File: config.mk
export PLATFORM = sky130hd
export DESIGN_NAME = t16c_mem
export DESIGN_NICKNAME = d
export VERILOG_FILES = /design/src/assert_macros.svh /design/src/t16c_pkg.sv /design/src/t16c_mem.sv
export SDC_FILE = /design/constraint.sdc
export NUM_CORES = 2
export LEC_CHECK = 0
export BUFFER_PORTS_ARGS = -buffer_cell sky130_fd_sc_hd__buf_4
export CORE_MARGIN = 2
export CORE_UTILIZATION = 30
export CTS_CLUSTER_DIAMETER = 40
export CTS_CLUSTER_SIZE = 12
export DETAILED_ROUTE_END_ITERATION = 12
export GPL_TIMING_DRIVEN = 0
export PLACE_DENSITY = 0.53
export SYNTH_ARGS = -nofsm -noshare
export SYNTH_HDL_FRONTEND = slang
export SYNTH_SLANG_ARGS = --single-unit
File: constraint.sdc
create_clock -name clk -period 4.23 [get_ports clk]
set_clock_uncertainty 0.1 [all_clocks]
set_input_delay 0.6345 -clock clk [delete_from_list [all_inputs] [get_ports clk]]
set_output_delay 0.6345 -clock clk [all_outputs]
set_load 0.01 [all_outputs]
File: src/assert_macros.svh
// Assertion macros shared by the RTL; define NO_ASSERTIONS to drop them all.
`ifndef ASSERT_MACROS_SVH
`define ASSERT_MACROS_SVH
`ifndef NO_ASSERTIONS
// Clocked check, switched off while reset is high.
`define ASSERT_CLK(name, clk, rst, prop, msg) \
  name: assert property (@(posedge clk) disable iff (rst) prop) else $error(msg);
// Clocked check that also holds through reset.
`define ASSERT_ALWAYS(name, clk, prop, msg) \
  name: assert property (@(posedge clk) prop) else $error(msg);
`else
`define ASSERT_CLK(name, clk, rst, prop, msg)
`define ASSERT_ALWAYS(name, clk, prop, msg)
`endif
`endif

File: src/t16c_pkg.sv
// Shared constants, opcodes and the result type of the teaching CPU.
`timescale 1ns / 1ps
package t16c_pkg;

  localparam int DATA_W    = 16;
  localparam int ADDR_W    = 8;
  localparam int MEM_WORDS = 256;
  localparam int MEM_AW    = $clog2(MEM_WORDS);
  localparam int REG_COUNT = 16;
  localparam int REG_AW    = $clog2(REG_COUNT);

  localparam logic       FUNC_LOAD = 1'b0;
  localparam logic       FUNC_EXEC = 1'b1;

  localparam logic [3:0] OP_LDI = 4'h1;
  localparam logic [3:0] OP_MOV = 4'h2;
  localparam logic [3:0] OP_LDM = 4'h3;
  localparam logic [3:0] OP_STM = 4'h4;
  localparam logic [3:0] OP_ADD = 4'h6;
  localparam logic [3:0] OP_NEG = 4'h7;
  localparam logic [3:0] OP_SHR = 4'h8;
  localparam logic [3:0] OP_SHL = 4'h9;
  localparam logic [3:0] OP_AND = 4'hA;
  localparam logic [3:0] OP_OR  = 4'hB;
  localparam logic [3:0] OP_XOR = 4'hC;
  localparam logic [3:0] OP_JMP = 4'hD;
  localparam logic [3:0] OP_HLT = 4'hE;

  typedef enum logic [1:0] {
    ST_IDLE,
    ST_FETCH,
    ST_DECODE,
    ST_EXEC
  } state_t;

  typedef struct packed {
    logic [ADDR_W-1:0] program_counter;
    logic              halted;
    logic              reg_written;
    logic [REG_AW-1:0] reg_index;
    logic [DATA_W-1:0] reg_value;
    logic              mem_written;
    logic [ADDR_W-1:0] mem_address;
    logic [DATA_W-1:0] mem_value;
    logic              branch_taken;
  } result_t;

  // Opcodes whose first register operand is Ra rather than Rb.
  function automatic logic uses_ra(input logic [3:0] op);
    return (op == OP_STM) || (op == OP_SHR) || (op == OP_SHL) || (op == OP_JMP);
  endfunction

endpackage

File: src/t16c_mem.sv
// Main memory: one write port, one registered read port, per-word valid bits.
`timescale 1ns / 1ps
module t16c_mem (
  input  logic                           clk,
  input  logic                           rst,
  input  logic                           re,
  input  logic [t16c_pkg::MEM_AW-1:0]    raddr,
  output logic [t16c_pkg::DATA_W-1:0]    rdata,
  input  logic                           we,
  input  logic [t16c_pkg::MEM_AW-1:0]    waddr,
  input  logic [t16c_pkg::DATA_W-1:0]    wdata
);
  import t16c_pkg::*;

  logic [DATA_W-1:0]    mem [MEM_WORDS];
  logic [MEM_WORDS-1:0] vld;
  logic [DATA_W-1:0]    rdata_q;
  logic                 rvld_q;

  // A word never written since reset reads as zero.
  always_ff @(posedge clk) begin
    if (rst) begin
      vld <= '0;
    end else if (we) begin
      vld[waddr] <= 1'b1;
    end
  end

  always_ff @(posedge clk) begin
    if (we) begin
      mem[waddr] <= wdata;
    end
    if (re) begin
      rdata_q <= mem[raddr];
      rvld_q  <= vld[raddr];
    end
  end

  assign rdata = rvld_q ? rdata_q : '0;

endmodule

Word level (Yosys, flattened, before mapping)
Memory sizes are Yosys's and may differ from the RTL's. A register that Yosys moved wholly into a read port is not among the register bits.
Index checks and enable logic that the tools add are counted.
{"block": "word_totals", "register_bits": 257, "mem_bits_rw": 4096, "out_inout_bits": 16, "wordCells": 15, "memories": 1}
{"name": "mem", "depth": 256, "word_bits": 16, "rd": 1, "rd_ports_with_merged_regs": 1, "wr": 1, "line_no": "t16c_mem.sv:15", "text": "logic [DATA_W-1:0] mem [MEM_WORDS];"}
{"block": "classes", "order_cmp": 3, "muxes": 7, "n_bitwise": 1, "reduce_logical": 1}
{"cell": "256-bit bitwise OR", "n": 1}
{"cell": "8-bit by 9-bit less-than comparator with 1-bit output, second input constant", "n": 2}
{"cell": "16-bit 2-to-1 mux", "n": 1}
{"cell": "1-bit binary-select mux with 8-bit select", "n": 1}
{"cell": "1-bit demux with 8-bit select", "n": 1}
{"cell": "8-bit by 1-bit >= comparator with 1-bit output, second input constant", "n": 1}
{"cell": "1-bit 2-to-1 mux", "n": 4}
{"cell": "1-bit logical AND", "n": 1}

Depth between registers and ports, before layout
{"block": "logic_depth", "ltp_word": 5, "ltp_mapped": 13, "ltp_nobuf": 7}

Worst setup path after synthesis
Ideal clock, no wire load.
{"block": "synth_path", "kind": "input to register", "start": "input raddr[1] in the netlist's numbering", "end": "register rdata_q[10] (read register of mem) (data pin)", "setup_ns": 0.262, "t_arrival_ns": 2.769, "slack_ns": 1.099, "stages": 10, "path_buffers": 5, "cell_sequence": "buf_4 > buf_4 > buf_2 > clkbuf_1 > clkbuf_1 > mux4_2 > a22oi_1 > o211ai_1 > nor4_1 > nor3_1"}
{"item": "start, declared", "line_no": "t16c_mem.sv:7", "text": "input logic [t16c_pkg::MEM_AW-1:0] raddr,"}
{"item": "end, declared", "line_no": "t16c_mem.sv:17", "text": "logic [DATA_W-1:0] rdata_q;"}

==> metrics.txt <==
status=complete, but fails checks; failing checks=negative hold slack, max-capacitance violations, max-slew violations, negative setup slack; endpoints failing setup=16; Yosys reg bits=4,369; final instance area=205,000 sq um; first-pass GRT wire length=873,000 microns; CP Data Arrival Time=approximately 5.3 ns; R2R Setup Slk=0.64 ns; GR Overflow Total=0; Final nets=9,278; mux share of post-synthesis cell area=roughly 15%; min cycle time layout=4.58 ns; Tcrit/Tclk final=108%; CTS Buf Count=between 500 and 600; Die ar.=566,000 sq um; Cell Count Post-Placement=16,100; RR Startpoint=mem[71][3]; synthesized instance count=approximately 8,400; largest net degree at the start of global routing=193; path depth of the worst reg2reg path=5; CP peak stage delay=about 0.97 ns; Seq/Total Area, Yosys=76.5%; PnR worst setup slack=-0.348 ns; area grow syn2layout=21.7%; Main synth FF type=edfxtp_1; chip width=approximately 750 microns; CTS Buffer Depth=4; filler cell count=50,900; Clock Sink Count=4,369; Hold Path Class=input pin to flip-flop; Post-DP Area=185,000 sq um; Post-CTS Setup Bufs=0; Worst-Margin Slew=1.50 ns; syn nets=8,396; most common cell after layout, fill and taps aside=edfxtp_1; worst path cell trace=buf_4 -> buf_2 -> clkbuf_2 -> clkbuf_2 -> clkbuf_1 -> nand2_1 -> a311oi_1 -> nor3_1 -> nor3_1; Initial DRT Pass Iterations=9; Max-Cap Viols=1; via count=just under 100k; boundary pin count=52; Worst setup SP type=input pin; worst setup path class=input pin to flip-flop; Detailed Route WL=674,000 microns; hold path cells=1; crit path max-delay cell type=clkbuf_1; FF-to-FF End=rdata_q[3]; most frequent cells in the layout=edfxtp_1, mux4_2, clkbuf_16, mux2i_1, nor2_1; Yosys Warn Count=0; LEAKAGE=0.0649 uW; final hold vios=8; Achievable Freq=218 MHz; GPL Wtd Cong=0.961; root buffer cell=clkbuf_16; die height=753 microns; main combinational cell family by area after synthesis=multiplexers; HP Start=wdata[14]; synthesized area=168,000 sq um; H-Tree Depth=6; PortBufs=43; Total Power=approximately 100,000 uW; post-synthesis adder-cell area fraction=0%; delay-heaviest family, CP=buffers and inverters; setup TNS=-2.44 ns; DR WL/cell=39.2 microns; count of cell types in the netlist=64; EDFF count, synth=4,113; Hold Path End=mem[118][14]; final std cells w/o fill=between 15,000 and 20,000; Async S/R FF share, synth=0%; compound-cell area share of the yosys netlist=3.51%; Slew HR=-0.221%; Synth Area in XOR/XNOR=0%; starting density of the core=30.2%; num rows=274; Synth Area in Simple Gates=3.09%; initial antenna violation count=91; Syn Area/Cell=20.1 sq um; Worst setup EP type=flip-flop; CP required=~4.9 ns; max-slew violations=10; DRT iter0 DRCs=between 15,000 and 20,000; core footprint=557,000 sq um; Peak supply drop=0.000420 V; post-route ant nets=0; GRT Util Overall=23.0%; Detailed Place HPWL=468,000 microns; Critical Path Stages=9; share of cells above drive strength 1=28.3%; Skew-Pair Late Insertion Delay=roughly 1.1 ns; post-DR vias/cell=5.68; vias in the first global route=93,700; clk slew on worst S/H paths=0.06 ns; DRC viols=0; Pwr per Cell Area=~500 nW/um^2; CTS tree=done; CP bufs+invs=5; RSZ-0062 raised after global routing=true; Crit Path Max Fanout=10; Min Hold Slack=-0.0183 ns
routing by layer:
layer  track usage, %  up-vias  share of wire, %
met2             34.3     7475                43
met3             7.04     1697                13
met4             13.3       30               7.1
li1                 -    36600                 -
met5                0        -             0.041
met1             29.7    51800                37
synthesized netlist by cell type (44+ instances only):
cell	n	area share (%)
a21oi_1	141	0.42
a22oi_1	163	0.73
buf_2	62	0.18
buf_4	44	0.20
buf_6	68	0.46
clkbuf_1	260	0.58
dfxtp_1	256	3.0
edfxtp_1	4113	73
mux2i_1	581	3.5
mux4_2	850	11
nand2_1	62	0.14
nor2_1	761	1.7
nor3_1	200	0.60
o221ai_1	121	0.63
o22ai_1	211	0.79
worst max-delay path by stage:
stage / start / to / slack [ns]
after floorplan: raddr[1] / rdata_q[10] / 1.10
after global placement: raddr[1] / rdata_q[5] / -3.70
after detailed placement: raddr[2] / rdata_q[14] / -2.81
after CTS: raddr[1] / rdata_q[15] / -0.08
after global routing: raddr[2] / rdata_q[9] / -0.03
final: raddr[3] / rdata_q[3] / -0.35
power by group:
| part | internal [uW] | switching, uW |
|---|---|---|
| clock network | 29900 | 19600 |
| registers | 47400 | 29.8 |
| logic | 1590 | 4240 |
| total | 78900 | 23900 |
registers in the layout, indices dropped and copies added, names as in the netlist:
signal and cells:
mem 4096, rdata_q 16, rvld_q 1, vld 256
kinds of logic after synthesis:
kind of cell / count (synthesis)
mux: 1449
buf+inv: 510
simple gates: 1198
flops: 4369
compound gates: 834
through the flow:
step	util [%]	worst slack, ns
2_1_floorplan	-	1.10
3_3_place_gp	31.9	-3.70
3_5_place_dp	33.1	-2.81
4_1_cts	36.7	-0.0811
5_1_grt	36.7	-0.0301
6_report	36.7	-0.348
final cells by class:
cell class / count / area, sq um / area share [%]
inverters: 4 / 15.0 / 0.00734
plain buffers: 501 / 3400 / 1.66
clock buffers: 688 / 15300 / 7.49
flip-flops and latches: 4369 / 129000 / 62.8
repair buffers: 312 / 5840 / 2.85
diodes: 31 / 77.6 / 0.0379
well taps: 7452 / 9320 / 4.56
multi-input cells: 3481 / 37900 / 18.5
clock inverters: 354 / 4150 / 2.03
what timing repair did:
action,CTS,global route
setup endpoints to repair,17,11
hold endpoints to repair,316,3
gates resized for setup,143,42
pin swaps,0,1
hold buffers,11,2
Note: power is estimated with default switching activity, not from simulation.
