File: src/assert_macros.svh
// Assertion macros shared by the RTL; define NO_ASSERTIONS to drop them all.
`ifndef ASSERT_MACROS_SVH
`define ASSERT_MACROS_SVH
`ifndef NO_ASSERTIONS
// Clocked check, switched off while reset is high.
`define ASSERT_CLK(name, clk, rst, prop, msg) \
  name: assert property (@(posedge clk) disable iff (rst) prop) else $error(msg);
// Clocked check that also holds through reset.
`define ASSERT_ALWAYS(name, clk, prop, msg) \
  name: assert property (@(posedge clk) prop) else $error(msg);
`else
`define ASSERT_CLK(name, clk, rst, prop, msg)
`define ASSERT_ALWAYS(name, clk, prop, msg)
`endif
`endif

File: src/t16c_pkg.sv
// Shared constants, opcodes and the result type of the teaching CPU.
`timescale 1ns / 1ps
package t16c_pkg;

  localparam int DATA_W    = 16;
  localparam int ADDR_W    = 8;
  localparam int MEM_WORDS = 256;
  localparam int MEM_AW    = $clog2(MEM_WORDS);
  localparam int REG_COUNT = 16;
  localparam int REG_AW    = $clog2(REG_COUNT);

  localparam logic       FUNC_LOAD = 1'b0;
  localparam logic       FUNC_EXEC = 1'b1;

  localparam logic [3:0] OP_LDI = 4'h1;
  localparam logic [3:0] OP_MOV = 4'h2;
  localparam logic [3:0] OP_LDM = 4'h3;
  localparam logic [3:0] OP_STM = 4'h4;
  localparam logic [3:0] OP_ADD = 4'h6;
  localparam logic [3:0] OP_NEG = 4'h7;
  localparam logic [3:0] OP_SHR = 4'h8;
  localparam logic [3:0] OP_SHL = 4'h9;
  localparam logic [3:0] OP_AND = 4'hA;
  localparam logic [3:0] OP_OR  = 4'hB;
  localparam logic [3:0] OP_XOR = 4'hC;
  localparam logic [3:0] OP_JMP = 4'hD;
  localparam logic [3:0] OP_HLT = 4'hE;

  typedef enum logic [1:0] {
    ST_IDLE,
    ST_FETCH,
    ST_DECODE,
    ST_EXEC
  } state_t;

  typedef struct packed {
    logic [ADDR_W-1:0] program_counter;
    logic              halted;
    logic              reg_written;
    logic [REG_AW-1:0] reg_index;
    logic [DATA_W-1:0] reg_value;
    logic              mem_written;
    logic [ADDR_W-1:0] mem_address;
    logic [DATA_W-1:0] mem_value;
    logic              branch_taken;
  } result_t;

  // Opcodes whose first register operand is Ra rather than Rb.
  function automatic logic uses_ra(input logic [3:0] op);
    return (op == OP_STM) || (op == OP_SHR) || (op == OP_SHL) || (op == OP_JMP);
  endfunction

endpackage

File: src/t16c_rf.sv
// Register file: two registered read ports, one write port, R0 kept in a shadow register.
`timescale 1ns / 1ps
module t16c_rf (
  input  logic                           clk,
  input  logic                           rst,
  input  logic                           re,
  input  logic [t16c_pkg::REG_AW-1:0]    raddr_x,
  input  logic [t16c_pkg::REG_AW-1:0]    raddr_c,
  output logic [t16c_pkg::DATA_W-1:0]    rdata_x,
  output logic [t16c_pkg::DATA_W-1:0]    rdata_c,
  output logic [t16c_pkg::DATA_W-1:0]    r0,
  input  logic                           we,
  input  logic [t16c_pkg::REG_AW-1:0]    widx,
  input  logic [t16c_pkg::DATA_W-1:0]    wdata
);
  import t16c_pkg::*;

  logic [DATA_W-1:0]    regs [REG_COUNT];
  logic [REG_COUNT-1:0] vld;
  logic [DATA_W-1:0]    x_q;
  logic [DATA_W-1:0]    c_q;
  logic                 x_vld_q;
  logic                 c_vld_q;

  always_ff @(posedge clk) begin
    if (rst) begin
      vld <= '0;
      r0  <= '0;
    end else if (we) begin
      vld[widx] <= 1'b1;
      if (widx == '0) begin
        r0 <= wdata;
      end
    end
  end

  always_ff @(posedge clk) begin
    if (we) begin
      regs[widx] <= wdata;
    end
    if (re) begin
      x_q     <= regs[raddr_x];
      c_q     <= regs[raddr_c];
      x_vld_q <= vld[raddr_x];
      c_vld_q <= vld[raddr_c];
    end
  end

  assign rdata_x = x_vld_q ? x_q : '0;
  assign rdata_c = c_vld_q ? c_q : '0;

endmodule

File: config.mk
export PLATFORM = sky130hd
export DESIGN_NAME = t16c_rf
export DESIGN_NICKNAME = d
export VERILOG_FILES = /design/src/assert_macros.svh /design/src/t16c_pkg.sv /design/src/t16c_rf.sv
export SDC_FILE = /design/constraint.sdc
export NUM_CORES = 1
export LEC_CHECK = 0
export ABC_AREA = 1
export BUFFER_PORTS_ARGS = -buffer_cell sky130_fd_sc_hd__buf_2
export CAP_MARGIN = 20
export CORE_MARGIN = 5
export CORE_UTILIZATION = 50
export DETAILED_ROUTE_END_ITERATION = 10
export PLACE_DENSITY = 0.67
export SLEW_MARGIN = 20
export SYNTH_ARGS = -nofsm -noshare
export SYNTH_HDL_FRONTEND = slang
export SYNTH_SLANG_ARGS = --single-unit
File: constraint.sdc
create_clock -name clk -period 4.1 [get_ports clk]
set_input_delay 0.41 -clock clk [delete_from_list [all_inputs] [get_ports clk]]
set_output_delay 0.41 -clock clk [all_outputs]
set_load 0.05 [all_outputs]
Word level (Yosys, flattened, before mapping):

Memories as Yosys holds them, arrays and structs flattened. A register that Yosys moved wholly into a read port is not among the register bits.
Cells that the tools add are included.

* flip-flop bits (word level): 34
* memory bits (writable): 256
* memories: 1

Memories
* regs: depth 16, width 16, rd ports 2, clocked after memory_dff 2, wr ports 1, line t16c_rf.sv:18 `logic [DATA_W-1:0] regs [REG_COUNT];`

* magnitude comparators: 4
* multiplexer cells: 10
* bitwise operators: 1
* reductions and logical operators: 3

Operators with widths (number)
* 16-bit two-way mux: 2
* 16-bit bitwise OR: 1
* 4-bit by 5-bit less-than comparator with 1-bit output, second input constant: 3
* 1-bit binary-select mux with 4-bit select: 2
* 1-bit two-way mux: 5
* 1-bit demux with 4-bit select: 1
* 4-bit by 1-bit >= comparator with 1-bit output, second input constant: 1
* 4-bit logical NOT: 1
* 2-bit AND reduction: 1
* 1-bit logical AND: 1

Depth between registers and ports, before layout:

* depth in word-level cells: 5
* gate-level depth with buffers: 8
* depth with buffers taken out: 6

Worst setup path after synthesis:

Ideal clock, no wire load.

* kind: input port to flip-flop
* from: input port we
* to: memory regs[10][0], enable pin
* library setup time: 390 ps
* data arrival time: 1561 ps
* required time: 3710 ps
* slack: 2149 ps
* stages on the path: 4
* buffers on the path: 0
* cells stage by stage: inv_1 nor3_1 inv_1 nor2_1

* longest elaborated chain between the ends: 2

Ends and longest elaborated chain
* from (decl): line t16c_rf.sv:12 `input logic we,`
* 1-bit two-way mux: line t16c_rf.sv:38 `if (we) begin`
* 1-bit two-way mux (implied by the code): line t16c_rf.sv:39 `regs[widx] <= wdata;`
* to (decl): line t16c_rf.sv:18

No other way between the ends.

Worst setup path in the final report:

* from: register x_vld_q
* to: output port rdata_x[7] (netlist bit)

* longest elaborated chain between the ends: 1

Ends and longest elaborated chain
* from (decl): line t16c_rf.sv:22 `logic x_vld_q;`
* from (signal assigned): line t16c_rf.sv:44 `x_vld_q <= vld[raddr_x];`
* 16-bit two-way mux: line t16c_rf.sv:49 `assign rdata_x = x_vld_q ? x_q : '0;`
* to (decl): line t16c_rf.sv:9 `output logic [t16c_pkg::DATA_W-1:0] rdata_x,`

No other way between the ends.

==> metrics.txt <==
# TYPE chip_impl_metric gauge
chip_impl_info{name="result_of_the_run",value="finished, final reports clean"} 1
chip_impl_metric{name="crit_arrival",unit="ns"} 2.08
chip_impl_metric{name="synthMuxAreaShare",unit="%"} 0
chip_impl_metric{name="compound_cell_area_share_of_the_yosys_netlist",unit="%"} 0.801
chip_impl_metric{name="drv_cap",unit=""} 0
chip_impl_metric{name="cp.buffers_inverters",unit=""} 2
chip_impl_metric{name="timing.critical_path.slowest_cell_delay",unit="ns"} 0.90
chip_impl_metric{name="placementRows",unit=""} 66
chip_impl_info{name="cell_taking_the_most_area_after_synthesis",value="edfxtp_1"} 1
chip_impl_info{name="largest_family_of_logic_cells_by_synthesized_area",value="simple AND/OR/NAND/NOR gates"} 1
chip_impl_metric{name="setup_tns",unit="ns"} 0
chip_impl_info{name="timing.hold.worst.class",value="in2reg"} 1
chip_impl_metric{name="timing_hold_violations_final",unit=""} 0
chip_impl_metric{name="portBuffers",unit=""} 79
chip_impl_metric{name="dieHeight",unit="µm"} 190
chip_impl_metric{name="tritoncts_sinks",unit=""} 322
chip_impl_info{name="post_synth_most_frequent_cells",value="653 x nand2_1, 476 x nand3_1, 323 x inv_1"} 1
chip_impl_metric{name="die_w",unit="µm"} 190
chip_impl_metric{name="register_bit_count_reported_by_yosys",unit=""} 322
chip_impl_metric{name="synthesis.area_per_instance",unit="µm²"} 8.33
chip_impl_metric{name="yosys.area_share.xor_xnor",unit="%"} 0
chip_impl_metric{name="worstPathRequired",unit="ns"} 3.69
chip_impl_info{name="clock_tree.root_cell",value="clkbuf_16"} 1
chip_impl_metric{name="starting_density_of_the_core",unit="%"} 50.3
chip_impl_metric{name="reg2reg_depth",unit=""} 6
chip_impl_metric{name="drc",unit=""} 0
chip_impl_metric{name="relSlewSlack",unit="%"} 22.6
chip_impl_metric{name="synth_enable_flop_cells",unit=""} 290
chip_impl_metric{name="postPlaceCellArea",unit="µm²"} 16900
chip_impl_metric{name="grt_pass1_vias",unit=""} 13308
chip_impl_metric{name="grt_pass1_wl",unit="µm"} 74100
chip_impl_metric{name="reg2reg_setup_slack",unit="ns"} 2.89
chip_impl_metric{name="finalWeightedCongestion",unit=""} 0.834
chip_impl_info{name="timing.critical_path.cells",value="nand2_1 -> inv_1 -> buf_2"} 1
chip_impl_info{name="synth_most_common_cell",value="nand2_1"} 1
chip_impl_metric{name="synth_top_area_share",unit="%"} 53.6
chip_impl_metric{name="layout.cells.non_filler",unit=""} 2448
chip_impl_info{name="hp-start",value="widx[1]"} 1
chip_impl_metric{name="antenna_found_initial",unit=""} 1
chip_impl_metric{name="fin_crit",unit="ns"} 2.49
chip_impl_metric{name="synth-async-reset-ratio",unit="%"} 0
chip_impl_metric{name="overflow",unit=""} 0
chip_impl_metric{name="die_area",unit="µm²"} 36200
chip_impl_metric{name="achievable_clock_frequency",unit="GHz"} 0.402
chip_impl_metric{name="power-per-cell-area",unit="nW/µm²"} 423
chip_impl_metric{name="setup_viol",unit=""} 0
chip_impl_info{name="postSynth.topFlopCell",value="edfxtp_1"} 1
chip_impl_metric{name="detail_route.first_pass.iterations",unit=""} 6
chip_impl_metric{name="grt_start_max_net_pins",unit=""} 77
chip_impl_metric{name="vias",unit=""} 13637
chip_impl_metric{name="cts.htree.levels",unit=""} 2
chip_impl_metric{name="clk_pin_slew_worst_paths",unit="ns"} 0.06
chip_impl_metric{name="drt-total-wl",unit="µm"} 48500
chip_impl_metric{name="syn-cell-area",unit="µm²"} 16200
chip_impl_metric{name="cts.hold.buffers_added",unit=""} 0
chip_impl_metric{name="routed_wire_length_per_instance",unit="µm"} 19.8
chip_impl_metric{name="ys_warn_count",unit=""} 0
chip_impl_metric{name="synth_adder_area_share",unit="%"} 0
chip_impl_metric{name="final.fill_count",unit=""} 2849
chip_impl_metric{name="clock_insertion_delay_worst_skew",unit="ns"} 0.52
chip_impl_metric{name="postRouteAntennaNets",unit=""} 0
chip_impl_metric{name="stdcell_area",unit="µm²"} 18100
chip_impl_metric{name="cts-resized-gates",unit=""} 0
chip_impl_info{name="setup_cp_type",value="reg2out"} 1
chip_impl_info{name="source_of_the_worst_register_to_register_timing_path",value="regs[15][10]$_DFFE_PP_"} 1
chip_impl_metric{name="synth_fp_nets",unit=""} 1983
chip_impl_metric{name="max-clock-path-buffers",unit=""} 3
chip_impl_metric{name="timing.critical_path.fanout_max",unit=""} 16
chip_impl_metric{name="core_region_area",unit="µm²"} 32300
chip_impl_metric{name="yosys.cell_types.count",unit=""} 19
chip_impl_metric{name="timing.hold.worst_path_depth",unit=""} 4
chip_impl_metric{name="nNetsFinal",unit=""} 2011
chip_impl_metric{name="post-route-period-util",unit="%"} 60.6
chip_impl_metric{name="top_level_ports",unit=""} 80
chip_impl_metric{name="finClkSkew",unit="ns"} 0.0127
chip_impl_info{name="ff_to_ff_end",value="c_q[10]$_DFFE_PP_"} 1
chip_impl_info{name="grt_setup_unrepaired",value="false"} 1
chip_impl_metric{name="track_usage",unit="%"} 26.6
chip_impl_metric{name="detail_route.iter0.violations",unit=""} 1721
chip_impl_metric{name="drive_above_1_share",unit="%"} 8.53
chip_impl_metric{name="fin_total_pwr",unit="mW"} 7.66
chip_impl_metric{name="worst_slew_pin_slew",unit="ns"} 1.16
chip_impl_metric{name="route.detailed.vias_per_inst",unit=""} 5.57
chip_impl_info{name="synth.area.top_cells",value="edfxtp_1 54%, nand2_1 15%, nand3_1 15%"} 1
chip_impl_info{name="end_kind",value="output pin"} 1
chip_impl_metric{name="hold-worst-slack",unit="ns"} 0.280
chip_impl_info{name="worst_setup_path_start_kind",value="register"} 1
chip_impl_metric{name="cts_inserted_buffers",unit=""} 36
chip_impl_info{name="cts_tree",value="done"} 1
chip_impl_metric{name="synth.yosys.seq_area_share",unit="%"} 57.5
chip_impl_info{name="cpMaxStageDelayCell",value="edfxtp_1"} 1
chip_impl_metric{name="hpwl",unit="µm"} 28100
chip_impl_metric{name="report.final.slew_viol_count",unit=""} 0
chip_impl_info{name="critical-path-top-delay-family",value="flip-flops"} 1
chip_impl_metric{name="place.detailed.instances",unit=""} 2383
chip_impl_metric{name="ir_worst_vdd",unit="mV"} 0.342
chip_impl_metric{name="synthSimpleGateAreaFrac",unit="%"} 30.5
chip_impl_metric{name="synth_cells",unit=""} 1951
chip_impl_info{name="end_point_of_the_most_critical_hold_path",value="vld[4]$_SDFFE_PP0P_"} 1
chip_impl_metric{name="cts_setup_buffers",unit=""} 0
chip_impl_metric{name="leakagePower",unit="nW"} 8.31
chip_impl_metric{name="syn_to_final_growth",unit="%"} 11.3
## registers in the layout (all words and copies together), names as in the netlist
| name | flops |
|---|---|
| regs | 256 |
| x_vld_q | 1 |
| x_q | 16 |
| c_q | 16 |
| c_vld_q | 1 |
| r0 | 16 |
| vld | 16 |
## cell families (layout without fill, tap and decap cells)
| group | count (synthesis) | in the layout |
|---|---|---|
| other | 0 | 1 |
| buffers and inverters | 449 | 503 |
| AO/OA/AOI/OAI | 26 | 26 |
| AND/OR/NAND/NOR | 1154 | 1154 |
| flip-flops | 322 | 322 |
## power breakdown
part	internal, mW	switching, mW
registers	3.67	0.0406
logic	0.203	0.604
clock network	1.87	1.27
## worst min-delay path: stages
cell     delay (ns)
buf_2          0.11
nor2_2         0.08
nand2_1        0.09
a21oi_1        0.06
## cell usage in the layout (no fill, tap or decap), types with 3 or more instances in the layout
| cell | count |
|---|---|
| clkinv_2 | 5 |
| buf_2 | 77 |
| clkbuf_16 | 37 |
| nor3_1 | 3 |
| clkbuf_8 | 5 |
| buf_16 | 3 |
| nor2_2 | 5 |
| nor2_1 | 13 |
| dfxtp_1 | 32 |
| inv_2 | 4 |
| edfxtp_1 | 290 |
| a21oi_1 | 26 |
| nand3_1 | 476 |
| inv_1 | 321 |
| nand2_1 | 653 |
| buf_4 | 26 |
| clkinv_1 | 10 |
| clkbuf_1 | 10 |
## metal layers
layer  global-route usage [%]  wire, µm  up-vias
li1                         -         -     6307
met2                     43.1     22100      813
met4                     12.9      2520        0
met3                     4.23      4830      175
met1                     35.2     19100     6342
met5                        0         0        -
## final cells by class
cell class                      count  area, µm²  area share, %
Sequential cell                   322       9350           51.7
Clock buffer                       52       1030           5.71
Multi-Input combinational cell   1180       5110           28.3
Clock inverter                     12        103          0.567
Antenna cell                        1       2.50         0.0138
Timing Repair Buffer              107        683           3.78
Tap cell                          442        553           3.06
Inverter                          332       1250           6.93
## worst max-delay path by stage
stage | start | end | slack (ns) | cells past startpoint
floorplan | we | regs[10][0]$_DFFE_PP_ | 2.15 | 4
global placement | raddr_x[0] | x_q[5]$_DFFE_PP_ | 1.48 | 8
detailed placement | raddr_x[0] | x_q[0]$_DFFE_PP_ | 1.41 | 8
CTS | x_vld_q$_DFFE_PP_ | rdata_x[7] | 1.55 | 3
global route | x_vld_q$_DFFE_PP_ | rdata_x[7] | 1.49 | 3
finish | x_vld_q$_DFFE_PP_ | rdata_x[7] | 1.61 | 3
## stage by stage
stage	utilization, %	setup slack [ns]
floorplan	-	2.15
global placement	52.2	1.48
detailed placement	52.5	1.41
CTS	56.0	1.55
global route	56.0	1.49
finish	56.0	1.61
Note: power is estimated with default switching activity, not from simulation.
