## config.mk

```make
export PLATFORM = sky130hd
export DESIGN_NAME = t16c_exec
export DESIGN_NICKNAME = d
export VERILOG_FILES = /design/src/assert_macros.svh /design/src/t16c_pkg.sv /design/src/t16c_exec.sv
export SDC_FILE = /design/constraint.sdc
export NUM_CORES = 1
export LEC_CHECK = 0
export BUFFER_PORTS_ARGS = -buffer_cell sky130_fd_sc_hd__clkbuf_2
export CAP_MARGIN = 20
export CORE_ASPECT_RATIO = 2
export CORE_UTILIZATION = 24
export DETAILED_ROUTE_END_ITERATION = 10
export PLACE_DENSITY_LB_ADDON = 0.3
export SLEW_MARGIN = 30
export SYNTH_ARGS = -nofsm -noshare
export SYNTH_HDL_FRONTEND = slang
export SYNTH_SLANG_ARGS = --single-unit
```

## constraint.sdc

```tcl
create_clock -name vclk -period 8.4
set_input_delay 0.84 -clock vclk [all_inputs]
set_output_delay 0.84 -clock vclk [all_outputs]
set_load 0.005 [all_outputs]
```

## src/assert_macros.svh

```systemverilog
// Assertion macros shared by the RTL; define NO_ASSERTIONS to drop them all.
`ifndef ASSERT_MACROS_SVH
`define ASSERT_MACROS_SVH
`ifndef NO_ASSERTIONS
// Clocked check, switched off while reset is high.
`define ASSERT_CLK(name, clk, rst, prop, msg) \
  name: assert property (@(posedge clk) disable iff (rst) prop) else $error(msg);
// Clocked check that also holds through reset.
`define ASSERT_ALWAYS(name, clk, prop, msg) \
  name: assert property (@(posedge clk) prop) else $error(msg);
`else
`define ASSERT_CLK(name, clk, rst, prop, msg)
`define ASSERT_ALWAYS(name, clk, prop, msg)
`endif
`endif

```

## src/t16c_pkg.sv

```systemverilog
// Shared constants, opcodes and the result type of the teaching CPU.
`timescale 1ns / 1ps
package t16c_pkg;

  localparam int DATA_W    = 16;
  localparam int ADDR_W    = 8;
  localparam int MEM_WORDS = 256;
  localparam int MEM_AW    = $clog2(MEM_WORDS);
  localparam int REG_COUNT = 16;
  localparam int REG_AW    = $clog2(REG_COUNT);

  localparam logic       FUNC_LOAD = 1'b0;
  localparam logic       FUNC_EXEC = 1'b1;

  localparam logic [3:0] OP_LDI = 4'h1;
  localparam logic [3:0] OP_MOV = 4'h2;
  localparam logic [3:0] OP_LDM = 4'h3;
  localparam logic [3:0] OP_STM = 4'h4;
  localparam logic [3:0] OP_ADD = 4'h6;
  localparam logic [3:0] OP_NEG = 4'h7;
  localparam logic [3:0] OP_SHR = 4'h8;
  localparam logic [3:0] OP_SHL = 4'h9;
  localparam logic [3:0] OP_AND = 4'hA;
  localparam logic [3:0] OP_OR  = 4'hB;
  localparam logic [3:0] OP_XOR = 4'hC;
  localparam logic [3:0] OP_JMP = 4'hD;
  localparam logic [3:0] OP_HLT = 4'hE;

  typedef enum logic [1:0] {
    ST_IDLE,
    ST_FETCH,
    ST_DECODE,
    ST_EXEC
  } state_t;

  typedef struct packed {
    logic [ADDR_W-1:0] program_counter;
    logic              halted;
    logic              reg_written;
    logic [REG_AW-1:0] reg_index;
    logic [DATA_W-1:0] reg_value;
    logic              mem_written;
    logic [ADDR_W-1:0] mem_address;
    logic [DATA_W-1:0] mem_value;
    logic              branch_taken;
  } result_t;

  // Opcodes whose first register operand is Ra rather than Rb.
  function automatic logic uses_ra(input logic [3:0] op);
    return (op == OP_STM) || (op == OP_SHR) || (op == OP_SHL) || (op == OP_JMP);
  endfunction

endpackage

```

## src/t16c_exec.sv

```systemverilog
// Execute unit: works out the result, the writebacks and the next PC of one item.
`timescale 1ns / 1ps
module t16c_exec (
  input  logic                           func,
  input  logic [t16c_pkg::ADDR_W-1:0]    load_address,
  input  logic [t16c_pkg::DATA_W-1:0]    load_word,
  input  logic [t16c_pkg::DATA_W-1:0]    ir,
  input  logic [t16c_pkg::DATA_W-1:0]    opx,
  input  logic [t16c_pkg::DATA_W-1:0]    opc,
  input  logic [t16c_pkg::DATA_W-1:0]    r0,
  input  logic [t16c_pkg::DATA_W-1:0]    mdata,
  input  logic [t16c_pkg::ADDR_W-1:0]    pc,
  input  logic                           halt,
  output t16c_pkg::result_t              res
);
  import t16c_pkg::*;

  logic [3:0]        op;
  logic [REG_AW-1:0] fa;
  logic [REG_AW-1:0] fb;
  logic [3:0]        fc;
  logic [ADDR_W-1:0] bc;

  assign op = ir[15:12];
  assign fa = ir[11:8];
  assign fb = ir[7:4];
  assign fc = ir[3:0];
  assign bc = ir[7:0];

  // opx carries Rb, or Ra for the opcodes that name Ra as their source.
  always_comb begin
    res                 = '0;
    res.program_counter = pc;
    res.halted          = halt;
    if (func == FUNC_LOAD) begin
      res.mem_written = 1'b1;
      res.mem_address = load_address;
      res.mem_value   = load_word;
    end else if (!halt) begin
      res.program_counter = pc + ADDR_W'(1);
      unique case (op)
        OP_LDI: begin
          res.reg_written = 1'b1;
          res.reg_index   = fa;
          res.reg_value   = {{(DATA_W-ADDR_W){1'b0}}, bc};
        end
        OP_MOV: begin
          res.reg_written = 1'b1;
          res.reg_index   = fb;
          res.reg_value   = opc;
        end
        OP_LDM: begin
          res.reg_written = 1'b1;
          res.reg_index   = fa;
          res.reg_value   = mdata;
        end
        OP_STM: begin
          res.mem_written = 1'b1;
          res.mem_address = bc;
          res.mem_value   = opx;
        end
        OP_ADD: begin
          res.reg_written = 1'b1;
          res.reg_index   = fa;
          res.reg_value   = opx + opc;
        end
        OP_NEG: begin
          res.reg_written = 1'b1;
          res.reg_index   = fb;
          res.reg_value   = (~opx) + DATA_W'(1);
        end
        OP_SHR: begin
          res.reg_written = 1'b1;
          res.reg_index   = fa;
          res.reg_value   = opx >> fc;
        end
        OP_SHL: begin
          res.reg_written = 1'b1;
          res.reg_index   = fa;
          res.reg_value   = opx << fc;
        end
        OP_AND: begin
          res.reg_written = 1'b1;
          res.reg_index   = fa;
          res.reg_value   = opx & opc;
        end
        OP_OR: begin
          res.reg_written = 1'b1;
          res.reg_index   = fa;
          res.reg_value   = opx | opc;
        end
        OP_XOR: begin
          res.reg_written = 1'b1;
          res.reg_index   = fa;
          res.reg_value   = opx ^ opc;
        end
        OP_JMP: begin
          if (opx == r0) begin
            res.branch_taken    = 1'b1;
            res.program_counter = bc;
          end
        end
        OP_HLT: begin
          res.halted          = 1'b1;
          res.program_counter = pc;
        end
        default: begin
        end
      endcase
    end
  end

endmodule

```

==> After elaboration in Yosys (flattened, before gate mapping) <==
Cells that the tools add are included.
{ "word_totals": {"regBits": 0, "inputBits": 114, "output_inout_bits": 56, "word_cells": 34} }
{ "classes": {"n_addsub": 3, "eq_ne": 14, "shift": 2, "n_mux": 11, "bitwise_logic": 4} }
{ "ops": {"columns": ["cell", "n"], "rows": [
  ["one-hot mux 21 bit (10 select lines)", 1],
  ["two-way mux 56 bit", 1],
  ["two-way mux 25 bit", 2],
  ["two-way mux 30 bit", 1],
  ["equality test 4 bit, second input constant", 7],
  ["adder 16 x 1 -> 16 bit, second input constant", 1],
  ["adder 16 bit", 1],
  ["AND 16 bit", 1],
  ["equality test 16 bit", 1],
  ["NOT 16 bit", 1],
  ["OR 16 bit", 1],
  ["one-hot mux 8 bit (2 select lines)", 1],
  ["<< shifter 16 x 4 -> 16 bit", 1],
  ["right shift 16 x 4 -> 16 bit", 1],
  ["XOR 16 bit", 1],
  ["equality test 4 x 3 -> 1 bit, second input constant", 3],
  ["adder 8 x 1 -> 8 bit, second input constant", 1],
  ["equality test 4 x 2 -> 1 bit, second input constant", 2],
  ["two-way mux 8 bit", 1],
  ["equality test 4 x 1 -> 1 bit, second input constant", 1],
  ["two-way mux 1 bit", 4]
]} }

==> Longest topological paths before layout <==
Gate-level depths: netlist of the first run.
{ "depth": {"depth_word": 5, "mapped_depth": 10, "mapped_depth_nobuf": 8} }

==> Least setup slack after synthesis of the first run <==
Ideal clock, no wire load.
{ "synth_timing": {"kind": "input port to output port", "startpoint": "input port opx[4] (netlist bit)", "endpoint": "output port res[41] (netlist bit)", "t_arrival_ps": 3043, "required_ps": 7560, "setup_slack_ps": 4517, "cell_stages": 9, "path_buffers": 1, "path_cell_list": "clkbuf_1 inv_1 ha_1 nand2_1 o31a_1 a221oi_1 o221ai_1 or3_1 a31oi_1"} }
{ "synth_lines": {"columns": ["item", "line", "rtl"], "rows": [
  ["start: declaration", "t16c_exec.sv:8", "input logic [t16c_pkg::DATA_W-1:0] opx,"],
  ["end: declaration", "t16c_exec.sv:14", "output t16c_pkg::result_t res"]
]} }

==> metrics.txt, run 1 <==
number of vias after detailed routing=6000; area of all sequential standard cells=0 µm²; Total GRT Usage=a little under a quarter; highest clock rate=approximately 0.22 GHz; initial core utilization=roughly 24%; end point of the most critical hold path=res[13]; cell count after synthesis=approximately 670; weighted congestion at the end of routability-driven global placement=about 1; startpoint type of the worst setup path=primary input; Seq pwr share=0%; Max IR drop VDD=roughly 24 µV; ratio of final minimum period to clock period=between 50% and 60%; switching portion of total power=roughly 61%; total I/O pin count=between 150 and 200; required time at the endpoint of the critical path=7.56 ns; antenna viol nets, final=0; Slew headroom=a little over a third; post-CTS setup-driven buffer insertion count=0; crit-path most repeated cell=sky130_fd_sc_hd__clkbuf_2; critical path peak fanout=35; most frequent standard cell in the layout excluding fill and tap cells=sky130_fd_sc_hd__clkbuf_2; total placed instance area=around 5500 µm²; DRC=0; worst hold-check path type=primary input to output pin; Comb power frac=between 90% and 100%; leakage power figure=2.47 nW; hold path depth=3; GRT Residual Overflow=0; number of pins exceeding their max-slew limit in the final report=0; Final Hold Slack=between 1.5 and 2 ns; start-to-end type of the worst setup path=primary input to output pin; summed area of non-filler cells in the final layout=approximately 5500 µm²; Ys Warns=0; die span in x=~100 µm; worst setup path start=ir[1]; global-route wire length before repair=34900 µm; netlist area before placement=4580 µm²; number of endpoints with negative hold slack in the final report=0; DP HPWL=roughly 20000 µm; height of the die=roughly 200 µm; cell-by-cell listing of the critical path=clkbuf_2 -> clkinv_1 -> mux2i_1 -> or3_1 -> o211ai_1 -> a221oi_1 -> a31oi_1 -> clkbuf_2; overall routed net length=about 24000 µm; pin slew with the least headroom to its limit=~0.96 ns; maximum number of pins on one net before global-route repair=52; full die area=between 15000 and 20000 µm²; Max-cap violations=0; share of layout cells above drive strength 1=between 20% and 30%; seq_cells=0; detailed-route wire length per cell=about 23 µm; number of resized instances in the post-cts repair step=0; Internal=around 0.12 mW; final count of negative-setup-slack endpoints=0; Clock buffer cells=0; run status=finished, final reports clean; number of nets in the final layout=940; minimum clock period=4.59 ns; Detailed Route Iter0 Violations=469; number of global-route vias before repair=~5700; top library cells by usage in the layout, fill and taps aside=sky130_fd_sc_hd__clkbuf_2, sky130_fd_sc_hd__nor2_1, sky130_fd_sc_hd__inv_1; antenna cells=0; Setup crit end kind=output pin; Crit path largest cell delay=0.71 ns; initial antenna violation count=0; P per Cell Area=between 50 and 60 nW/µm²; mean cell area of the mapped netlist=about 6.8 µm²; number of port buffers=170; unrepaired setup endpoints after global routing=false; core box area=around 19000 µm²; area delta synth->final=20.4%; Clock Power Share=0%; number of buffers inserted by hold repair at cts=0; Net Switching=between 0.15 and 0.2 mW; start point of the worst min-delay path=load_word[12]; number of core rows=71; average vias per placed instance=between 5 and 6; Yosys cell types=73; Crit path arrival time=3.75 ns; cell at the slowest stage of the critical path=sky130_fd_sc_hd__clkinv_1; post-synthesis sequential area ratio=0%; final-layout setup total negative slack=0 ns; nets in the synthesized netlist=820; first drt pass iteration count=5
## cell usage after synthesis, drive strengths merged, types with 17 or more instances
library cell  number  area share, %
ha                34            9.3
clkbuf            43            4.2
nand2             44            3.6
a211oi            19            3.1
mux2i             32            7.0
a22o              24            4.6
o21ai             37            4.0
xnor2             28            5.7
inv               46            3.8
nor3              18            2.0
a21oi             42            4.6
nor2              63            5.2
nand2b            17            2.3
## per-layer routing
| layer | part of all wire, % | track usage (%) |
|---|---|---|
| met1 | 34 | 23.5 |
| met5 | 0 | 0 |
| met3 | 4.6 | 2.16 |
| met4 | 10 | 20.6 |
| met2 | 51 | 42.9 |
## final cells by class
| class | instances | area [µm²] |
|---|---|---|
| Tap cell | 255 | 319 |
| Fill cell | 2170 | 13200 |
| Inverter | 48 | 180 |
| Timing Repair Buffer | 177 | 903 |
| Multi-Input combinational cell | 564 | 4120 |
## power by group through the flow
| stage | clock network [mW] | registers (mW) | logic (mW) |
|---|---|---|---|
| 2_1_floorplan | 0 | 0 | 0.183 |
| 3_3_place_gp | 0 | 0 | 0.292 |
| 3_5_place_dp | 0 | 0 | 0.292 |
| 4_1_cts | 0 | 0 | 0.294 |
| 5_1_grt | 0 | 0 | 0.319 |
| 6_report | 0 | 0 | 0.297 |
## per-stage QoR
step           worst slack (ns)  util [%]  instances  power (mW)
3_5_place_dp               3.90      29.4       1044       0.292
2_1_floorplan              4.52         -        671       0.183
3_3_place_gp               3.92      29.4       1044       0.292
5_1_grt                    3.70      29.5       1044       0.319
6_report                   3.81      29.5       1044       0.297
4_1_cts                    3.88      29.4       1044       0.294
## logic make-up after synthesis
group | after synthesis | share of synthesized area (%)
adders and majority gates | 35 | 9.72
buffers and inverters | 107 | 10.4
AOI/OAI and AO/OA | 222 | 33.8
muxes | 49 | 13.5
and+or+nand+nor | 224 | 25.7
xor gates and xnor gates | 34 | 6.83
## worst max-delay path: cells and delay by family
| family | cells | cell delay, ns |
|---|---|---|
| AO/OA/AOI/OAI | 3 | 0.76 |
| multiplexers | 1 | 0.55 |
| buffers and inverters | 3 | 1.42 |
| AND/OR/NAND/NOR | 1 | 0.17 |
## worst max path at each step
stage                     slack (ns)  endpoint
final                           3.81   res[36]
after global placement          3.92   res[41]
after global routing            3.70   res[33]
after detailed placement        3.90   res[41]
after CTS                       3.88   res[36]
after floorplan                 4.52   res[41]
Power figures use the tool's default switching activity.
==> run 2: changes to the inputs <==
==> constraint.sdc (replaced) <==
create_clock -name vclk -period 3.9
set_input_delay 0.39 -clock vclk [all_inputs]
set_output_delay 0.39 -clock vclk [all_outputs]
set_load 0.005 [all_outputs]
==> metrics.txt, run 2 (synthesized netlist as in run 1, its figures left out) <==
run status=finished, final reports clean; unrepaired setup endpoints after global routing=false; antenna viol nets, final=0; number of resized instances in the post-cts repair step=0; detailed-route wire length per cell=between 20 and 25 µm; number of core rows=a little over 70; Setup crit end kind=output pin; area delta synth->final=24.3%; area of all sequential standard cells=0 µm²; maximum number of pins on one net before global-route repair=35; Clock buffer cells=0; number of global-route vias before repair=5846; number of buffers inserted by hold repair at cts=0; initial antenna violation count=0; average vias per placed instance=about 5.7; Max IR drop VDD=~50 µV; most frequent standard cell in the layout excluding fill and tap cells=sky130_fd_sc_hd__clkbuf_2; full die area=~20000 µm²; Critical Path Sink=res[41]; DP HPWL=between 20000 and 25000 µm; number of endpoints with negative hold slack in the final report=0; start-to-end type of the worst setup path=primary input to output pin; Max-cap violations=0; height of the die=197 µm; post-CTS setup-driven buffer insertion count=0; worst hold-check path type=primary input to output pin; DRC=0; initial core utilization=between 20 and 25%; Slew headroom=between 40% and 50%; number of nets in the final layout=approximately 960; share of layout cells above drive strength 1=28.4%; ratio of final minimum period to clock period=90.5%; minimum clock period=approximately 3.5 ns; first drt pass iteration count=5; critical path peak fanout=10; number of pins exceeding their max-slew limit in the final report=0; start point of the worst min-delay path=load_address[2]; highest clock rate=roughly 0.28 GHz; P per Cell Area=approximately 120 nW/µm²; Total GRT Usage=about a quarter; number of vias after detailed routing=6091; required time at the endpoint of the critical path=3.51 ns; Detailed Route Iter0 Violations=roughly 360; seq_cells=0; die span in x=around 100 µm; global-route wire length before repair=35300 µm; Crit path arrival time=between 3 and 4 ns; GRT Residual Overflow=0; total I/O pin count=170; final-layout setup total negative slack=0 ns; final count of negative-setup-slack endpoints=0; worst setup path start=opx[4]; core box area=about 19000 µm²; pin slew with the least headroom to its limit=slightly above 0.8 ns; antenna cells=0; overall routed net length=approximately 25000 µm; leakage power figure=roughly 2.6 nW; weighted congestion at the end of routability-driven global placement=roughly 1.0; share of the core filled with cells=a little under a third; number of port buffers=170; startpoint type of the worst setup path=primary input; top library cells by usage in the layout, fill and taps aside=sky130_fd_sc_hd__clkbuf_2, sky130_fd_sc_hd__nor2_1, sky130_fd_sc_hd__inv_1
run 2: changes by cell type in the layout (fill, tap and decap cells not counted):
cell | before | now
sky130_fd_sc_hd__buf_12 | 0 | 1
sky130_fd_sc_hd__buf_4 | 7 | 29
sky130_fd_sc_hd__nor2_1 | 61 | 62
sky130_fd_sc_hd__nor2_4 | 1 | 0
sky130_fd_sc_hd__o311ai_0 | 2 | 1
sky130_fd_sc_hd__o311ai_1 | 0 | 1
run 2: layout make-up:
cell class                      count  area [µm²]
Fill cell                        2147       13000
Inverter                           48         180
Multi-Input combinational cell    564        4110
Tap cell                          255         319
Timing Repair Buffer              200        1090
run 2: power breakdown:
part	switching [mW]	internal [mW]	total (mW)
Combinational	0.396	0.263	0.659
Clock	0	0	0
Sequential	0	0	0
run 2: worst max-delay path: stages:
cell	delay, ns
sky130_fd_sc_hd__clkbuf_2	0.25
sky130_fd_sc_hd__inv_1	0.19
sky130_fd_sc_hd__ha_1	0.39
sky130_fd_sc_hd__nand2_1	0.11
sky130_fd_sc_hd__o31a_1	0.35
sky130_fd_sc_hd__a221oi_1	0.43
sky130_fd_sc_hd__o221ai_1	0.29
sky130_fd_sc_hd__or3_1	0.36
sky130_fd_sc_hd__a31oi_1	0.23
sky130_fd_sc_hd__clkbuf_2	0.15
run 2: metal layers:
metal | track usage, % | routed length [µm] | up-vias
li1 | - | - | 2807
met1 | 23.7 | 8280 | 2910
met2 | 45.4 | 13000 | 275
met3 | 1.31 | 938 | 99
met4 | 19.8 | 2410 | 0
met5 | 0 | 0 | -
run 2: through the flow:
step / power (mW) / cell area, µm² / setup WS [ns] / hold WS (ns) / instances
2_1_floorplan: 0.395 / 4580 / 0.917 / 0.851 / 671
3_3_place_gp: 0.651 / 5700 / 0.427 / 1.07 / 1067
3_5_place_dp: 0.652 / 5700 / 0.393 / 1.07 / 1067
4_1_cts: 0.655 / 5700 / 0.372 / 1.08 / 1067
5_1_grt: 0.709 / 5700 / 0.167 / 1.10 / 1067
6_report: 0.659 / 5700 / 0.370 / 1.07 / 1067
run 2: worst min path at each step:
stage	to	depth (start not counted)
2_1_floorplan	res[25]	1
3_3_place_gp	res[21]	3
3_5_place_dp	res[19]	3
4_1_cts	res[19]	3
5_1_grt	res[10]	3
6_report	res[19]	3
==> run 3: changes to the inputs <==
--- a/config.mk
+++ b/config.mk
@@ -6,9 +6,8 @@
 export NUM_CORES = 1
 export LEC_CHECK = 0
 export BUFFER_PORTS_ARGS = -buffer_cell sky130_fd_sc_hd__clkbuf_2
-export CAP_MARGIN = 20
 export CORE_ASPECT_RATIO = 2
-export CORE_UTILIZATION = 24
+export CORE_UTILIZATION = 30
 export DETAILED_ROUTE_END_ITERATION = 10
 export PLACE_DENSITY_LB_ADDON = 0.3
 export SLEW_MARGIN = 30
==> metrics.txt, run 3 (synthesized netlist as in run 1, its figures left out) <==
weighted congestion at the end of routability-driven global placement=1.05; number of nets in the final layout=between 900 and 1000; core box area=~15000 µm²; antenna viol nets, final=0; final-layout setup total negative slack=0 ns; Total GRT Usage=27.7%; height of the die=177 µm; Clock Power Share=0%; GRT Residual Overflow=0; Crit path arrival time=approximately 3.1 ns; number of pins exceeding their max-slew limit in the final report=0; leakage power figure=approximately 2.6 nW; critical path peak fanout=10; Internal=0.259 mW; number of global-route vias before repair=around 5700; Max IR drop VDD=55.3 µV; detailed-route wire length per cell=22.3 µm; most frequent standard cell in the layout excluding fill and tap cells=sky130_fd_sc_hd__clkbuf_2; initial core utilization=between 30% and 40%; first drt pass iteration count=5; die span in x=between 80 and 90 µm; seq_cells=0; end point of the most critical hold path=res[20]; global-route wire length before repair=between 30000 and 40000 µm; overall routed net length=roughly 22000 µm; average vias per placed instance=between 6 and 7; unrepaired setup endpoints after global routing=false; Clock buffer cells=0; switching portion of total power=roughly three fifths; number of port buffers=170; Comb power frac=between 90% and 100%; DP HPWL=roughly 19000 µm; hold path depth=3; number of endpoints with negative hold slack in the final report=0; start point of the worst min-delay path=load_address[3]; Setup crit end kind=output pin; run status=finished, final reports clean; ratio of final minimum period to clock period=a little over 90%; post-CTS setup-driven buffer insertion count=0; number of vias after detailed routing=6085; Max-cap violations=0; area of all sequential standard cells=0 µm²; Slew headroom=between 40% and 50%; pin slew with the least headroom to its limit=0.825 ns; Net Switching=between 0.3 and 0.4 mW; highest clock rate=between 0.2 and 0.3 GHz; startpoint type of the worst setup path=primary input; number of resized instances in the post-cts repair step=0; required time at the endpoint of the critical path=3.51 ns; number of buffers inserted by hold repair at cts=0; antenna cells=0; P per Cell Area=about 110 nW/µm²; full die area=about 16000 µm²; worst hold-check path type=primary input to output pin; Seq pwr share=0%; share of the core filled with cells=roughly 38%; DRC=0; total I/O pin count=between 150 and 200; top library cells by usage in the layout, fill and taps aside=sky130_fd_sc_hd__clkbuf_2, sky130_fd_sc_hd__nor2_1, sky130_fd_sc_hd__inv_1; initial antenna violation count=0; share of layout cells above drive strength 1=between 20% and 30%; final count of negative-setup-slack endpoints=0; maximum number of pins on one net before global-route repair=35; Detailed Route Iter0 Violations=around 450; minimum clock period=between 3 and 4 ns; start-to-end type of the worst setup path=primary input to output pin; area delta synth->final=22.2%; number of core rows=63
run 3: cell count changes in the layout (fill, tap and decap cells not counted), sizes merged:
cell,before,now
buf,30,29
run 3: per-layer routing:
metal / vias up / routed length (µm) / global-route usage (%)
met1: 2831 / 7430 / 27.5
met2: 341 / 11600 / 51.4
met3: 104 / 1250 / 1.96
met5: - / 0 / 0
met4: 0 / 2130 / 20.6
li1: 2809 / - / -
run 3: power by group through the flow:
stage	Sequential (mW)	Combinational [mW]	Clock, mW
after floorplan	0	0.395	0
final	0	0.643	0
after detailed placement	0	0.633	0
after global placement	0	0.632	0
after CTS	0	0.636	0
after global routing	0	0.693	0
run 3: critical path: stages:
cell and delay (ns):
sky130_fd_sc_hd__clkbuf_2 0.23, sky130_fd_sc_hd__inv_1 0.18, sky130_fd_sc_hd__ha_1 0.41, sky130_fd_sc_hd__nand2_1 0.11
sky130_fd_sc_hd__o31a_1 0.35, sky130_fd_sc_hd__a221oi_1 0.44, sky130_fd_sc_hd__o221ai_1 0.26, sky130_fd_sc_hd__or3_1 0.35
sky130_fd_sc_hd__a31oi_1 0.25, sky130_fd_sc_hd__clkbuf_2 0.16
run 3: worst max-delay path by stage:
| stage | start | endpoint | slack (ns) |
|---|---|---|---|
| CTS | opx[4] | res[41] | 0.44 |
| global route | opx[4] | res[41] | 0.29 |
| detailed placement | opx[4] | res[41] | 0.44 |
| global placement | opx[4] | res[41] | 0.47 |
| finish | opx[4] | res[41] | 0.37 |
| floorplan | opx[4] | res[41] | 0.92 |
run 3: through the flow:
stage / hold slack [ns] / std cells / instance area, µm² / power [mW] / setup WS, ns
2_1_floorplan: 0.851 / 671 / 4580 / 0.395 / 0.917
3_3_place_gp: 1.07 / 1006 / 5600 / 0.632 / 0.466
3_5_place_dp: 1.08 / 1006 / 5600 / 0.633 / 0.441
4_1_cts: 1.08 / 1006 / 5600 / 0.636 / 0.438
5_1_grt: 1.09 / 1006 / 5600 / 0.693 / 0.286
6_report: 1.08 / 1006 / 5600 / 0.643 / 0.371
run 3: final cells by class:
class | count | area [µm²]
multi-input cells | 564 | 4110
well taps | 195 | 244
fillers | 1679 | 9300
repair buffers | 199 | 1070
inverters | 48 | 180
